### src/sv/cct_pkg.sv
// Package: types, constants and month table of the calendar clock.
package cct_pkg;

    localparam int YEAR_BITS_DEF = 12;

    localparam int SEC_W   = 6;
    localparam int MIN_W   = 6;
    localparam int HOUR_W  = 5;
    localparam int DAY_W   = 5;
    localparam int MONTH_W = 4;
    localparam int YEAR_W  = 12;

    localparam int YEAR_RESET = 2000;

    localparam logic [SEC_W-1:0]   SEC_TOP      = 6'd59;
    localparam logic [MIN_W-1:0]   MIN_TOP      = 6'd59;
    localparam logic [HOUR_W-1:0]  HOUR_TOP     = 5'd23;
    localparam logic [DAY_W-1:0]   DAY_FIRST    = 5'd1;
    localparam logic [DAY_W-1:0]   DAY_MAX      = 5'd31;
    localparam logic [DAY_W-1:0]   FEB_LEAP_LEN = 5'd29;
    localparam logic [MONTH_W-1:0] MONTH_FIRST  = 4'd1;
    localparam logic [MONTH_W-1:0] MONTH_TOP    = 4'd12;
    localparam logic [MONTH_W-1:0] MONTH_FEB    = 4'd2;

    // Indexed by the raw 4-bit month; unused codes read 31.
    localparam logic [DAY_W-1:0] MONTH_LEN [16] = '{
        5'd31, 5'd31, 5'd28, 5'd31, 5'd30, 5'd31, 5'd30, 5'd31,
        5'd31, 5'd30, 5'd31, 5'd30, 5'd31, 5'd31, 5'd31, 5'd31
    };

    typedef enum logic {
        OP_TICK = 1'b0,
        OP_LOAD = 1'b1
    } op_t;

    typedef struct packed {
        logic [SEC_W-1:0]   second;
        logic [MIN_W-1:0]   minute;
        logic [HOUR_W-1:0]  hour;
        logic [DAY_W-1:0]   day;
        logic [MONTH_W-1:0] month;
    } cal_t;

    typedef struct packed {
        op_t               operation;
        cal_t              load;
        logic [YEAR_W-1:0] year;
    } item_t;

    localparam cal_t CAL_RESET = '{
        second: '0,
        minute: '0,
        hour:   '0,
        day:    DAY_FIRST,
        month:  MONTH_FIRST
    };

    function automatic logic [DAY_W-1:0] days_in(input logic [MONTH_W-1:0] month,
                                                 input logic leap);
        logic [DAY_W-1:0] len;
        len = MONTH_LEN[month];
        if (month == MONTH_FEB && leap)
        begin
            len = FEB_LEAP_LEN;
        end
        return len;
    endfunction

endpackage

### src/sv/cct_if.sv
// Channel interfaces: command items in, time items out.
interface cct_item_if;
    logic       valid;
    logic       ready;
    logic       operation;
    logic [5:0] load_second;
    logic [5:0] load_minute;
    logic [4:0] load_hour;
    logic [4:0] load_day;
    logic [3:0] load_month;
    logic [11:0] load_year;

    modport source (
        output valid, operation, load_second, load_minute, load_hour,
               load_day, load_month, load_year,
        input  ready
    );
    modport sink (
        input  valid, operation, load_second, load_minute, load_hour,
               load_day, load_month, load_year,
        output ready
    );
endinterface

interface cct_time_if;
    logic       valid;
    logic       ready;
    logic [5:0] second_now;
    logic [5:0] minute_now;
    logic [4:0] hour_now;
    logic [4:0] day_now;
    logic [3:0] month_now;
    logic [11:0] year_now;

    modport source (
        output valid, second_now, minute_now, hour_now, day_now, month_now,
               year_now,
        input  ready
    );
    modport sink (
        input  valid, second_now, minute_now, hour_now, day_now, month_now,
               year_now,
        output ready
    );
endinterface

### src/sv/cct_update.sv
// Next-time logic: one-second tick with cascaded carries, or clamped load.
module cct_update #(
    parameter int YEAR_BITS = cct_pkg::YEAR_BITS_DEF
) (
    input  cct_pkg::item_t        item,
    input  cct_pkg::cal_t         cal,
    input  logic [YEAR_BITS-1:0]  year,
    output cct_pkg::cal_t         cal_next,
    output logic [YEAR_BITS-1:0]  year_next
);

    cct_pkg::cal_t                 tick_cal;
    logic [YEAR_BITS-1:0]          tick_year;
    cct_pkg::cal_t                 load_cal;
    logic [YEAR_BITS-1:0]          load_year;
    logic [cct_pkg::DAY_W-1:0]     cur_len;
    logic [cct_pkg::DAY_W-1:0]     load_len;
    logic                          carry_s;
    logic                          carry_m;
    logic                          carry_h;
    logic                          carry_d;
    logic                          carry_mo;

    // tick
    always_comb
    begin
        cur_len  = cct_pkg::days_in(cal.month, year[1:0] == 2'b00);
        carry_s  = cal.second >= cct_pkg::SEC_TOP;
        carry_m  = carry_s && (cal.minute >= cct_pkg::MIN_TOP);
        carry_h  = carry_m && (cal.hour >= cct_pkg::HOUR_TOP);
        carry_d  = carry_h && (cal.day >= cur_len);
        carry_mo = carry_d && (cal.month >= cct_pkg::MONTH_TOP);

        tick_cal  = cal;
        tick_year = year;
        tick_cal.second = carry_s ? '0 : cal.second + 6'd1;
        if (carry_s)
        begin
            tick_cal.minute = carry_m ? '0 : cal.minute + 6'd1;
        end
        if (carry_m)
        begin
            tick_cal.hour = carry_h ? '0 : cal.hour + 5'd1;
        end
        if (carry_h)
        begin
            tick_cal.day = carry_d ? cct_pkg::DAY_FIRST : cal.day + 5'd1;
        end
        if (carry_d)
        begin
            tick_cal.month = carry_mo ? cct_pkg::MONTH_FIRST : cal.month + 4'd1;
        end
        if (carry_mo)
        begin
            tick_year = year + YEAR_BITS'(1);
        end
    end

    // load with clamping
    always_comb
    begin
        load_year = YEAR_BITS'(item.year);

        load_cal.second = (item.load.second > cct_pkg::SEC_TOP) ? cct_pkg::SEC_TOP
                                                                : item.load.second;
        load_cal.minute = (item.load.minute > cct_pkg::MIN_TOP) ? cct_pkg::MIN_TOP
                                                                : item.load.minute;
        load_cal.hour   = (item.load.hour > cct_pkg::HOUR_TOP) ? cct_pkg::HOUR_TOP
                                                               : item.load.hour;

        priority if (item.load.month > cct_pkg::MONTH_TOP)
        begin
            load_cal.month = cct_pkg::MONTH_TOP;
        end
        else if (item.load.month == '0)
        begin
            load_cal.month = cct_pkg::MONTH_FIRST;
        end
        else
        begin
            load_cal.month = item.load.month;
        end

        load_len = cct_pkg::days_in(load_cal.month, load_year[1:0] == 2'b00);

        priority if (item.load.day > load_len)
        begin
            load_cal.day = load_len;
        end
        else if (item.load.day == '0)
        begin
            load_cal.day = cct_pkg::DAY_FIRST;
        end
        else
        begin
            load_cal.day = item.load.day;
        end
    end

    always_comb
    begin
        unique case (item.operation)
            cct_pkg::OP_TICK:
            begin
                cal_next  = tick_cal;
                year_next = tick_year;
            end
            cct_pkg::OP_LOAD:
            begin
                cal_next  = load_cal;
                year_next = load_year;
            end
            default:
            begin
                cal_next  = tick_cal;
                year_next = tick_year;
            end
        endcase
    end

endmodule

### src/sv/calendar_clock_second_tick_top.sv
// Calendar clock top level: input register, next-time logic, time register.
//
// cmd carries one item per handshake: operation selects a one-second tick
// or a load of the full date and time (loaded values are clamped into range,
// the day to the length of the loaded month). Every item yields exactly one
// item on stamp: the date and time after that command.
// An accepted command is held in the input register; the time
// register is updated from it when stamp is not stalled, and the result
// is then offered on stamp until it is taken.
// One item per cycle is sustained while stamp is not stalled; the limit
// is the single tick/load update of the time register.
// The time register doubles as the output register: it changes only when
// its current value has been taken or was never offered.
// Reset: 00:00:00, day 1, month 1, year 2000 modulo 2^YEAR_BITS; no result
// is pending. If stamp stalls, one more command is held in the input
// register and cmd.ready then drops until the stall clears.
module calendar_clock_second_tick_top #(
    parameter int YEAR_BITS = cct_pkg::YEAR_BITS_DEF
) (
    input  logic        clk,
    input  logic        rst_n,
    cct_item_if.sink    cmd,
    cct_time_if.source  stamp
);

    localparam logic [YEAR_BITS-1:0] YEAR_INIT = YEAR_BITS'(cct_pkg::YEAR_RESET);

    logic                  s1_valid_reg;
    cct_pkg::item_t        s1_item_reg;
    cct_pkg::cal_t         cal_reg;
    logic [YEAR_BITS-1:0]  year_reg;
    logic                  out_valid_reg;
    cct_pkg::cal_t         cal_next;
    logic [YEAR_BITS-1:0]  year_next;
    logic                  advance;

    assign advance   = s1_valid_reg && (!out_valid_reg || stamp.ready);
    assign cmd.ready = !s1_valid_reg || advance;

    always_ff @(posedge clk or negedge rst_n)
    begin
        if (!rst_n)
        begin
            s1_valid_reg <= 1'b0;
        end
        else if (cmd.ready)
        begin
            s1_valid_reg <= cmd.valid;
        end
    end

    always_ff @(posedge clk)
    begin
        if (cmd.valid && cmd.ready)
        begin
            s1_item_reg.operation   <= cct_pkg::op_t'(cmd.operation);
            s1_item_reg.load.second <= cmd.load_second;
            s1_item_reg.load.minute <= cmd.load_minute;
            s1_item_reg.load.hour   <= cmd.load_hour;
            s1_item_reg.load.day    <= cmd.load_day;
            s1_item_reg.load.month  <= cmd.load_month;
            s1_item_reg.year        <= cmd.load_year;
        end
    end

    cct_update #(
        .YEAR_BITS (YEAR_BITS)
    ) u_update (
        .item      (s1_item_reg),
        .cal       (cal_reg),
        .year      (year_reg),
        .cal_next  (cal_next),
        .year_next (year_next)
    );

    always_ff @(posedge clk or negedge rst_n)
    begin
        if (!rst_n)
        begin
            cal_reg       <= cct_pkg::CAL_RESET;
            year_reg      <= YEAR_INIT;
            out_valid_reg <= 1'b0;
        end
        else if (advance)
        begin
            cal_reg       <= cal_next;
            year_reg      <= year_next;
            out_valid_reg <= 1'b1;
        end
        else if (stamp.ready)
        begin
            out_valid_reg <= 1'b0;
        end
    end

    assign stamp.valid      = out_valid_reg;
    assign stamp.second_now = cal_reg.second;
    assign stamp.minute_now = cal_reg.minute;
    assign stamp.hour_now   = cal_reg.hour;
    assign stamp.day_now    = cal_reg.day;
    assign stamp.month_now  = cal_reg.month;
    assign stamp.year_now   = cct_pkg::YEAR_W'(year_reg);

endmodule

### src/flat_wrapper.sv
// flat-port wrapper written by rule: the top's interface ports become plain ports
module calendar_clock_second_tick_top_flat 
#(
    parameter int YEAR_BITS = cct_pkg::YEAR_BITS_DEF
)
  (clk, rst_n, cmd_valid, cmd_operation, cmd_load_second, cmd_load_minute, cmd_load_hour, cmd_load_day, cmd_load_month, cmd_load_year, cmd_ready, stamp_valid, stamp_second_now, stamp_minute_now, stamp_hour_now, stamp_day_now, stamp_month_now, stamp_year_now, stamp_ready);
  cct_item_if cmd_i ();
  cct_time_if stamp_i ();
  input  logic clk;
  input  logic rst_n;
  input wire logic [$bits(cmd_i.valid)-1:0] cmd_valid;
  input wire logic [$bits(cmd_i.operation)-1:0] cmd_operation;
  input wire logic [$bits(cmd_i.load_second)-1:0] cmd_load_second;
  input wire logic [$bits(cmd_i.load_minute)-1:0] cmd_load_minute;
  input wire logic [$bits(cmd_i.load_hour)-1:0] cmd_load_hour;
  input wire logic [$bits(cmd_i.load_day)-1:0] cmd_load_day;
  input wire logic [$bits(cmd_i.load_month)-1:0] cmd_load_month;
  input wire logic [$bits(cmd_i.load_year)-1:0] cmd_load_year;
  output wire logic [$bits(cmd_i.ready)-1:0] cmd_ready;
  output wire logic [$bits(stamp_i.valid)-1:0] stamp_valid;
  output wire logic [$bits(stamp_i.second_now)-1:0] stamp_second_now;
  output wire logic [$bits(stamp_i.minute_now)-1:0] stamp_minute_now;
  output wire logic [$bits(stamp_i.hour_now)-1:0] stamp_hour_now;
  output wire logic [$bits(stamp_i.day_now)-1:0] stamp_day_now;
  output wire logic [$bits(stamp_i.month_now)-1:0] stamp_month_now;
  output wire logic [$bits(stamp_i.year_now)-1:0] stamp_year_now;
  input wire logic [$bits(stamp_i.ready)-1:0] stamp_ready;
  assign cmd_i.valid = cmd_valid;
  assign cmd_i.operation = cmd_operation;
  assign cmd_i.load_second = cmd_load_second;
  assign cmd_i.load_minute = cmd_load_minute;
  assign cmd_i.load_hour = cmd_load_hour;
  assign cmd_i.load_day = cmd_load_day;
  assign cmd_i.load_month = cmd_load_month;
  assign cmd_i.load_year = cmd_load_year;
  assign cmd_ready = cmd_i.ready;
  assign stamp_valid = stamp_i.valid;
  assign stamp_second_now = stamp_i.second_now;
  assign stamp_minute_now = stamp_i.minute_now;
  assign stamp_hour_now = stamp_i.hour_now;
  assign stamp_day_now = stamp_i.day_now;
  assign stamp_month_now = stamp_i.month_now;
  assign stamp_year_now = stamp_i.year_now;
  assign stamp_i.ready = stamp_ready;
  calendar_clock_second_tick_top #(.YEAR_BITS(YEAR_BITS)) u_core (.clk(clk), .rst_n(rst_n), .cmd(cmd_i), .stamp(stamp_i));
endmodule
### config.mk
export PLATFORM = sky130hd
export DESIGN_NAME = calendar_clock_second_tick_top_flat
export DESIGN_NICKNAME = d
export VERILOG_FILES = /design/src/sv/cct_pkg.sv /design/src/sv/cct_if.sv /design/src/sv/cct_update.sv /design/src/sv/calendar_clock_second_tick_top.sv /design/src/flat_wrapper.sv
export SDC_FILE = /design/constraint.sdc
export NUM_CORES = 1
export LEC_CHECK = 0
export BUFFER_PORTS_ARGS = -buffer_cell sky130_fd_sc_hd__buf_2
export CAP_MARGIN = 20
export CORE_AREA = 2 2 65 128
export DETAILED_ROUTE_END_ITERATION = 7
export DIE_AREA = 0 0 67 130
export PLACE_DENSITY = 0.76
export SLEW_MARGIN = 30
export SYNTH_ARGS = -nofsm -noshare
export SYNTH_HDL_FRONTEND = slang
export SYNTH_SLANG_ARGS = --single-unit
### constraint.sdc
create_clock -name clk -period 6.9 [get_ports clk]
set_clock_uncertainty 0.05 [all_clocks]
set_input_delay 0.69 -clock clk [delete_from_list [all_inputs] [get_ports clk]]
set_output_delay 0.69 -clock clk [all_outputs]
set_load 0.02 [all_outputs]
==> results by group, run 1 <==
STA
  • WHS: 0.272 ns
  • RSZ-0062 raised after global routing: no
  • Post-Route Setup TNS: 0 ns
  • Final Max Slew Viols: 0
  • Fmax: 325 MHz
  • Min cycle time layout: 3.07 ns
  • Slew headroom: 42.9%
  • Worst Tran Pin Value: 0.854 ns
  • Final setup vio count: 0
  • Hold Vio Cnt, Final: 0
  • Fin crit share: 44.5%

Worst setup path
  • CP top delay family: simple AND/OR/NAND/NOR gates
  • WP buf/inv: 1
  • CP max stage cell: dfstp_2
  • Crit Path Max Fanout: 6
  • Worst path arrival time: 3.28 ns
  • Type of origin of the critical path: flip-flop
  • Worst Setup End Kind: flip-flop
  • Crit path cell chain: inv_1, ha_1, nor2b_1, nor2_1, nor2_1, a21oi_1, ha_1, or3b_2, o211ai_2, nor4_4, o31a_1, mux2_2
  • Highest cell delay on the worst timing path: 0.58 ns
  • Crit Path Category: reg2reg
  • Worst EP required: 7.11 ns

Power and ir drop
  • Leakage Power: 2.04 nW
  • Peak supply drop: 0.000170 V
  • Pwr dens: 321 nW/µm²
  • Final Power: 1.58 mW

GRT
  • Initial antenna violation count: 0
  • First-pass GRT wire length: 16500 µm
  • Vias in the first global route: 3362
  • GRT overflow: 0
  • Largest net degree at the start of global routing: 55
  • GRT Total Usage: 25.4%

Floorplanning
  • Die height: 130 µm
  • Placeable Area: 7830 µm²
  • Initial Utilization: 52.4%
  • Total die area: 8710 µm²
  • Core Rows: 46
  • Width of the chip: 67 µm
  • Ports: 83

CTS
  • Maximum buffer depth of the clock tree: 2
  • H-tree levels: 3
  • TritonCTS buffer count: 9
  • Post-CTS Setup Repair Bufs: 0
  • Clock Root Buffer: clkbuf_16
  • Clk sinks: 79
  • CTS Hold Bufs: 0
  • Worst-path clk slew: 0.06 ns
  • Clk_lat worst skew: 0.34 ns
  • # resized after CTS: 0
  • CTS tree: yes

Logic synthesis
  • Number of synthesized flops with an enable pin: 39
  • Top_reg_cell synth: edfxtp_1
  • FFs w/ async S/R, synth: 50.6%
  • Seq/Total Area, Yosys: 53.2%
  • Syn Inst Count: 395
  • Flop and latch count out of synthesis: 79
  • Synth top area share: 28.5%
  • Synthesized area: 4100 µm²
  • Top cells by area, synth: edfxtp_1 29%, dfrtp_1 20%, dfstp_2 5.1%
  • Post-synth top area cell: edfxtp_1
  • Netlist cell types: 64
  • Count leader, synth: edfxtp_1
  • Syn Area/Cell: 10.4 µm²
  • Commonest cells in the netlist: 39 x edfxtp_1, 34 x nand2_1, 32 x dfrtp_1
  • Ys Warns: 0
  • Synth Net Count: 450

Layout
  • Diodes inserted: 0
  • Fillers: 681
  • Nets: 531
  • Layout cell share with drive strength beyond 1: 24.5%
  • Final core occ: 62.8%
  • Area grow syn2layout: 19.8%
  • Number of flip-flops in the largest register: 39

Place
  • Gpl congestion: 0.881
  • Detail Placement HPWL: 7020 µm
  • Port bufs: 82

Drt
  • Drt first pass iters: 5
  • Post-route ant nets: 0
  • Avg WL per Cell: 17.7 µm
  • Final WL: 10200 µm
  • Drt initial violations: 445
  • Vias: 3609
  • Residual DRC: 0
  • Vias per std cell: 6.25

Flow run
  • MaxCap Viol Count: 0

Outcome
  • Status: finished, final reports clean

Worst hold path
  • Worst hold path type: in2async
## power by group
| group | total [mW] | internal [mW] | switching, mW |
|---|---|---|---|
| clock network | 0.463 | 0.278 | 0.185 |
| registers | 0.679 | 0.577 | 0.102 |
| logic | 0.435 | 0.166 | 0.269 |
| total | 1.58 | 1.02 | 0.556 |
## cell usage in the layout (no fill, tap or decap), types with 8 or more instances in the layout
| master | Yosys | layout |
|---|---|---|
| nand2_1 | 34 | 34 |
| nor2_1 | 30 | 30 |
| dfstp_2 | 8 | 8 |
| nand3_1 | 23 | 23 |
| a21oi_1 | 17 | 17 |
| edfxtp_1 | 39 | 39 |
| buf_2 | 1 | 81 |
| o21ai_0 | 29 | 29 |
| ha_1 | 12 | 12 |
| inv_1 | 12 | 12 |
| clkbuf_16 | 0 | 9 |
| dfrtp_1 | 32 | 32 |
| and3_1 | 10 | 10 |
| nor3_1 | 23 | 22 |
## metal layers
layer,track usage (%),wire length [µm],vias up
li1,-,-,1706
met4,11.6,269,0
met2,40.7,5180,175
met3,5.78,730,21
met1,32.2,4050,1707
met5,0,0,-
## layout make-up
type	count	area (µm²)	share of cell area (%)
clock buffers	10	229	4.66
multi-input cells	289	1830	37.3
repair buffers	85	448	9.11
flip-flops and latches	79	2180	44.4
clock inverters	6	61.3	1.25
inverters	12	45.0	0.916
well taps	96	120	2.44
## path summary, 6_finish.rpt
path	start	endpoint	slack (ns)	cells past startpoint
worst max-delay path	u_core.stamp.month_now[0]	u_core.stamp.month_now[0]	3.83	12
worst min-delay path	rst_n	u_core.stamp.second_now[2]	0.27	1
worst max register to register	u_core.stamp.month_now[0]	u_core.stamp.month_now[0]	3.83	12
worst min register to register	u_core.s1_item_reg[5]	u_core.stamp.year_now[5]	0.46	2
max in group asynchronous	rst_n	u_core.stamp.month_now[0]	6.13	1
min in group clk	u_core.s1_item_reg[5]	u_core.stamp.year_now[5]	0.46	2
## per-stage QoR
stage	setup slack, ns	std cells	area [µm²]
after floorplan	4.01	395	4100
after global placement	3.97	560	4600
after detailed placement	3.89	560	4600
after CTS	3.84	576	4890
after global routing	3.68	577	4920
final	3.83	577	4920
## cells by family after synthesis
| family | count (synthesis) | share of synthesized area [%] |
|---|---|---|
| AO/OA/AOI/OAI | 115 | 19.4 |
| adder cells (fa/ha/maj) | 12 | 3.66 |
| buffers and inverters | 27 | 2.50 |
| flip-flops | 79 | 53.2 |
| multiplexers | 5 | 1.25 |
| AND/OR/NAND/NOR | 157 | 20.1 |
## worst register-to-register path: stages, from the launching register on
cell and delay, ns:
dfstp_2 0.58, inv_1 0.09, ha_1 0.22, nor2b_1 0.15, nor2_1 0.09, nor2_1 0.04
a21oi_1 0.17, ha_1 0.25, or3b_2 0.49, o211ai_2 0.19, nor4_4 0.14, o31a_1 0.27
mux2_2 0.28
No activity file was read; power rests on OpenSTA's default activity.
==> inputs of run 2 (changes only) <==
--- a/config.mk
+++ b/config.mk
@@ -7,10 +7,10 @@
 export LEC_CHECK = 0
 export BUFFER_PORTS_ARGS = -buffer_cell sky130_fd_sc_hd__buf_2
 export CAP_MARGIN = 20
-export CORE_AREA = 2 2 65 128
+export CORE_AREA = 2 2 68 134
 export DETAILED_ROUTE_END_ITERATION = 7
-export DIE_AREA = 0 0 67 130
-export PLACE_DENSITY = 0.76
+export DIE_AREA = 0 0 70 136
+export PLACE_DENSITY = 0.73
 export SLEW_MARGIN = 30
 export SYNTH_ARGS = -nofsm -noshare
 export SYNTH_HDL_FRONTEND = slang
==> constraint.sdc (replaced) <==
create_clock -name clk -period 2.75 [get_ports clk]
set_clock_uncertainty 0.05 [all_clocks]
set_input_delay 0.275 -clock clk [delete_from_list [all_inputs] [get_ports clk]]
set_output_delay 0.275 -clock clk [all_outputs]
set_load 0.02 [all_outputs]
==> run 2 against run 1 <==
  * Critical path depth is the same
  * Worst hold slack got worse by 0.21 ns
  * Wire length increased by 17%
  * Combinational power grew to 3.0 times the previous value
  * Sequential power rose to 2.5 times the previous value
==> results by group, run 2 (synthesis results as in run 1) <==
CTS
  • Clk sinks: 79
  • H-tree levels: 3
  • CTS tree: yes
  • Clk_lat worst skew: 0.34 ns
  • Worst-path clk slew: 0.06 ns
  • TritonCTS buffer count: 9
  • Clock Root Buffer: clkbuf_16
  • Maximum buffer depth of the clock tree: 2

STA
  • Min cycle time layout: 2.74 ns
  • Fin crit share: 99.6%
  • Slew headroom: 61.1%
  • Fmax: 365 MHz
  • Setup ws final: 0.0103 ns
  • Hold Vio Cnt, Final: 0
  • RSZ-0062 raised after global routing: yes
  • Final setup vio count: 0
  • Post-Route Setup TNS: 0 ns
  • Worst Tran Pin Value: 0.582 ns
  • Final Max Slew Viols: 0
  • WHS: 0.0574 ns

Drt
  • Residual DRC: 0
  • Highest metal used: met4
  • WL met3: 608 µm
  • Drt initial violations: 379
  • Final WL: 11900 µm
  • Vias: 3803
  • Vias per std cell: 6.36
  • WL met2: 6570 µm
  • Drt first pass iters: 5
  • M1 wire length: 4130 µm
  • Avg WL per Cell: 19.9 µm
  • Post-route ant nets: 0

Place
  • Area post-placement: 4690 µm²
  • Inst Count DP: 575
  • Port bufs: 82
  • Gpl congestion: 0.921
  • Pre-CTS setup slack: -0.0321 ns
  • Detail Placement HPWL: 8290 µm

Floorplanning
  • Initial Utilization: 48.1%
  • Ports: 83
  • Core Rows: 48
  • Total die area: 9520 µm²
  • Die height: 136 µm
  • Placeable Area: 8530 µm²
  • Width of the chip: 70 µm

Outcome
  • Status: finished, final reports clean

Layout
  • Number of flip-flops in the largest register: 39
  • Area grow syn2layout: 26.0%
  • Finished Layout Cells: 598
  • Final core occ: 60.6%
  • Fillers: 735
  • Diodes inserted: 0
  • Most frequent cells in the layout: 81 x buf_2, 39 x edfxtp_1, 34 x nand2_1, 32 x dfrtp_1, 28 x nor2_1
  • Layout cell share with drive strength beyond 1: 29.9%
  • Nets: 548
  • Commonest non-fill, non-tap cell in the layout: buf_2
  • Cell area after layout: 5170 µm²

GRT
  • GRT overflow: 0
  • First-pass GRT wire length: 18800 µm
  • Vias in the first global route: 3920
  • Largest net degree at the start of global routing: 41
  • GRT Total Usage: 25.5%
  • Initial antenna violation count: 0

Worst hold path
  • Worst hold path type: in2reg

Worst setup path
  • Type of origin of the critical path: flip-flop
  • Worst Setup End Kind: flip-flop
  • Worst path arrival time: 2.95 ns
  • Crit Path Category: reg2reg
  • Worst EP required: 2.96 ns
  • Crit Path Max Fanout: 4

Power and ir drop
  • Peak supply drop: 0.000471 V
  • Final Power: 4.31 mW
  • Pwr dens: 833 nW/µm²
  • Leakage Power: 2.14 nW

Flow run
  • MaxCap Viol Count: 0
run 2: report_power, final:
part / internal, mW / total (mW) / switching [mW]
clock network: 0.840 / 1.29 / 0.455
registers: 1.45 / 1.71 / 0.260
logic: 0.524 / 1.30 / 0.779
run 2: worst paths after layout:
| path | startpoint | endpoint | slack (ns) | cells past startpoint |
|---|---|---|---|---|
| min in group asynchronous | rst_n | u_core.stamp.second_now[3] | 0.43 | 2 |
| worst max-delay path | u_core.stamp.month_now[0] | u_core.stamp.month_now[0] | 0.01 | 12 |
| worst max register to register | u_core.stamp.month_now[0] | u_core.stamp.month_now[0] | 0.01 | 12 |
| worst min-delay path | cmd_load_month[2] | u_core.s1_item_reg[14] | 0.06 | 1 |
| worst min register to register | u_core.s1_item_reg[3] | u_core.stamp.year_now[3] | 0.45 | 2 |
| max in group asynchronous | rst_n | u_core.stamp.year_now[8] | 1.82 | 2 |
run 2: layer usage:
metal | track usage, % | vias to the layer above
met3 | 4.89 | 52
met2 | 47.9 | 175
met1 | 24.8 | 1849
met5 | 0 | -
met4 | 16.2 | 0
li1 | - | 1727
run 2: layout make-up:
type	count	area [µm²]	share of cell area [%]
timing repair buffer	102	573	11.1
clock buffer	12	256	4.96
sequential	79	2180	42.2
tap	100	125	2.42
clock inverter	4	68.8	1.33
inverter	12	47.5	0.919
multi-input combinational	289	1920	37.1
run 2: what timing repair did:
action,in CTS,in global routing
pin swaps,6,16
endpoints found under the hold margin,0,32
gates resized for setup,7,19
hold buffers,0,1
setup buffers,3,3
endpoints found under the setup margin,6,18
run 2: worst max-delay path, cell delays in order (launching register included):
cell and delay, ns:
dfstp_2 0.55, inv_4 0.05, ha_4 0.15, nor2b_4 0.13
nor2_4 0.11, nor3_2 0.06, a21oi_1 0.13, ha_1 0.24
or3b_4 0.42, o211ai_4 0.15, nor4_4 0.11, o31a_1 0.25
mux2_2 0.26
==> inputs of run 3 (changes only) <==
--- a/config.mk
+++ b/config.mk
@@ -10,7 +10,9 @@
 export CORE_AREA = 2 2 68 134
 export DETAILED_ROUTE_END_ITERATION = 7
 export DIE_AREA = 0 0 70 136
+export GPL_TIMING_DRIVEN = 0
 export PLACE_DENSITY = 0.73
+export RECOVER_POWER = 100
 export SLEW_MARGIN = 30
 export SYNTH_ARGS = -nofsm -noshare
 export SYNTH_HDL_FRONTEND = slang
==> run 3 against run 2 <==
  * The flow now finishes with violations (setup timing)
  * Setup slack lost 0.045 ns
  * Total power shrank 1.7%
  * Cell count grew 0.33%
==> results by group, run 3 (synthesis results as in run 1) <==
Outcome
  • Status: complete, but fails checks
  • Failing checks: setup timing

GRT
  • Initial antenna violation count: 0
  • Largest net degree at the start of global routing: 41
  • Vias in the first global route: 3818
  • GRT Total Usage: 25.9%
  • First-pass GRT wire length: 18900 µm
  • GRT overflow: 0

Place
  • Gpl congestion: 0.927
  • Detail Placement HPWL: 8490 µm
  • Port bufs: 82

Drt
  • Final WL: 12100 µm
  • Drt initial violations: 291
  • Post-route ant nets: 0
  • Avg WL per Cell: 20.1 µm
  • Vias: 3827
  • Vias per std cell: 6.38
  • Drt first pass iters: 6
  • Residual DRC: 0

CTS
  • Clk_lat worst skew: 0.35 ns
  • Worst-path clk slew: 0.06 ns
  • Clock Root Buffer: clkbuf_16
  • CTS tree: yes
  • Maximum buffer depth of the clock tree: 2
  • TritonCTS buffer count: 9
  • Clk sinks: 79
  • H-tree levels: 3

STA
  • Fmax: 359 MHz
  • RSZ-0062 raised after global routing: yes
  • Fin crit share: 101%
  • Setup ws final: -0.0350 ns
  • Slew headroom: 26.5%
  • Min cycle time layout: 2.79 ns
  • Post-Route Setup TNS: -0.0413 ns
  • Final Max Slew Viols: 0
  • Worst Tran Pin Value: 1.10 ns
  • Final setup vio count: 2
  • Hold Vio Cnt, Final: 0

Floorplanning
  • Total die area: 9520 µm²
  • Die height: 136 µm
  • Width of the chip: 70 µm
  • Initial Utilization: 48.1%
  • Placeable Area: 8530 µm²
  • Core Rows: 48
  • Ports: 83

Flow run
  • MaxCap Viol Count: 0

Layout
  • Number of flip-flops in the largest register: 39
  • Diodes inserted: 0
  • Area grow syn2layout: 24.5%
  • Nets: 550
  • Most frequent cells in the layout: 72 x buf_2, 39 x edfxtp_1, 34 x nand2_1, 30 x dfrtp_1
  • Commonest non-fill, non-tap cell in the layout: buf_2
  • Layout cell share with drive strength beyond 1: 25.0%
  • Final core occ: 59.9%

Worst setup path
  • Crit Path Category: reg2reg
  • Worst path arrival time: 3.01 ns
  • Worst EP required: 2.97 ns
  • Type of origin of the critical path: flip-flop
  • Reg2reg path depth: 12
  • Worst Setup End Kind: flip-flop
  • Crit Path Max Fanout: 6

Power and ir drop
  • Peak supply drop: 0.000512 V
  • Pwr dens: 829 nW/µm²
  • Comb pwr share: 30.3%
  • Cell-internal power: 2.73 mW
  • Leakage Power: 2.07 nW
  • Sequential power share: 39.8%
  • Clock share of power: 29.9%
  • NetSw: 1.51 mW
  • Sw frac: 35.6%

Worst hold path
  • WHS Path Cells: 1
  • Worst hold path type: in2reg
[run 3: final cells by class]
type                    instances  area, µm²
well taps                     100        125
fillers                       723       3420
repair buffers                 89        469
inverters                      12       45.0
flip-flops and latches         79       2180
multi-input cells             289       1910
clock buffers                   9        225
clock inverters                 7       87.6
plain buffers                  15       57.6
[run 3: per-stage QoR]
stage	total power, mW	setup slack (ns)	hold slack [ns]	std cells	instance area (µm²)
after floorplan	2.44	0.0164	-0.0706	395	4120
after global placement	2.81	-0.146	0.402	577	4650
after detailed placement	2.85	-0.223	0.403	578	4670
after CTS	4.18	-0.00502	0.0500	599	5050
after global routing	4.42	-0.148	0.0498	600	5110
final	4.24	-0.0350	0.0491	600	5110
[run 3: path summary, 6_finish.rpt]
| kind | startpoint | endpoint | slack (ns) |
|---|---|---|---|
| max | u_core.stamp.month_now[0] | u_core.stamp.month_now[0] | -0.04 |
| min | cmd_load_minute[5] | u_core.s1_item_reg[31] | 0.05 |
| max reg2reg | u_core.stamp.month_now[0] | u_core.stamp.month_now[0] | -0.04 |
| min reg2reg | u_core.s1_item_reg[3] | u_core.stamp.year_now[3] | 0.47 |
| max in group asynchronous | rst_n | u_core.stamp.month_now[1] | 1.28 |
| min in group asynchronous | rst_n | u_core.stamp.second_now[3] | 0.61 |
[run 3: worst max-delay path, cell delays in order (launching register included)]
cell and delay (ns):
dfstp_2 0.54, inv_2 0.05, ha_4 0.15, nor2b_4 0.13, nor2_2 0.10, nor3_2 0.06
a21oi_1 0.15, ha_1 0.25, or3b_4 0.42, o211ai_4 0.16, nor4_4 0.14, o31a_1 0.25
mux2_4 0.25
[run 3: timing repair]
item,4_1_cts,5_1_grt
hold endpoints to repair,0,32
hold buffers,0,1
resized for setup,8,13
buffers inserted,5,0
pin swaps,6,14
endpoints found under the setup margin,18,20
[run 3: layer usage]
metal  wire, µm  vias up  GRT usage (%)
met5          0        -              0
met4        751        0           20.6
met3        794       62           5.04
met2       6430      200           45.7
met1       4090     1828           26.1
li1           -     1737              -
[run 3: power groups by stage]
stage | combinational [mW] | clock (mW) | sequential, mW
2_1_floorplan | 0.610 | 0 | 1.83
3_3_place_gp | 1.11 | 0 | 1.70
3_5_place_dp | 1.14 | 0 | 1.71
4_1_cts | 1.24 | 1.27 | 1.67
5_1_grt | 1.40 | 1.31 | 1.71
6_report | 1.28 | 1.27 | 1.69
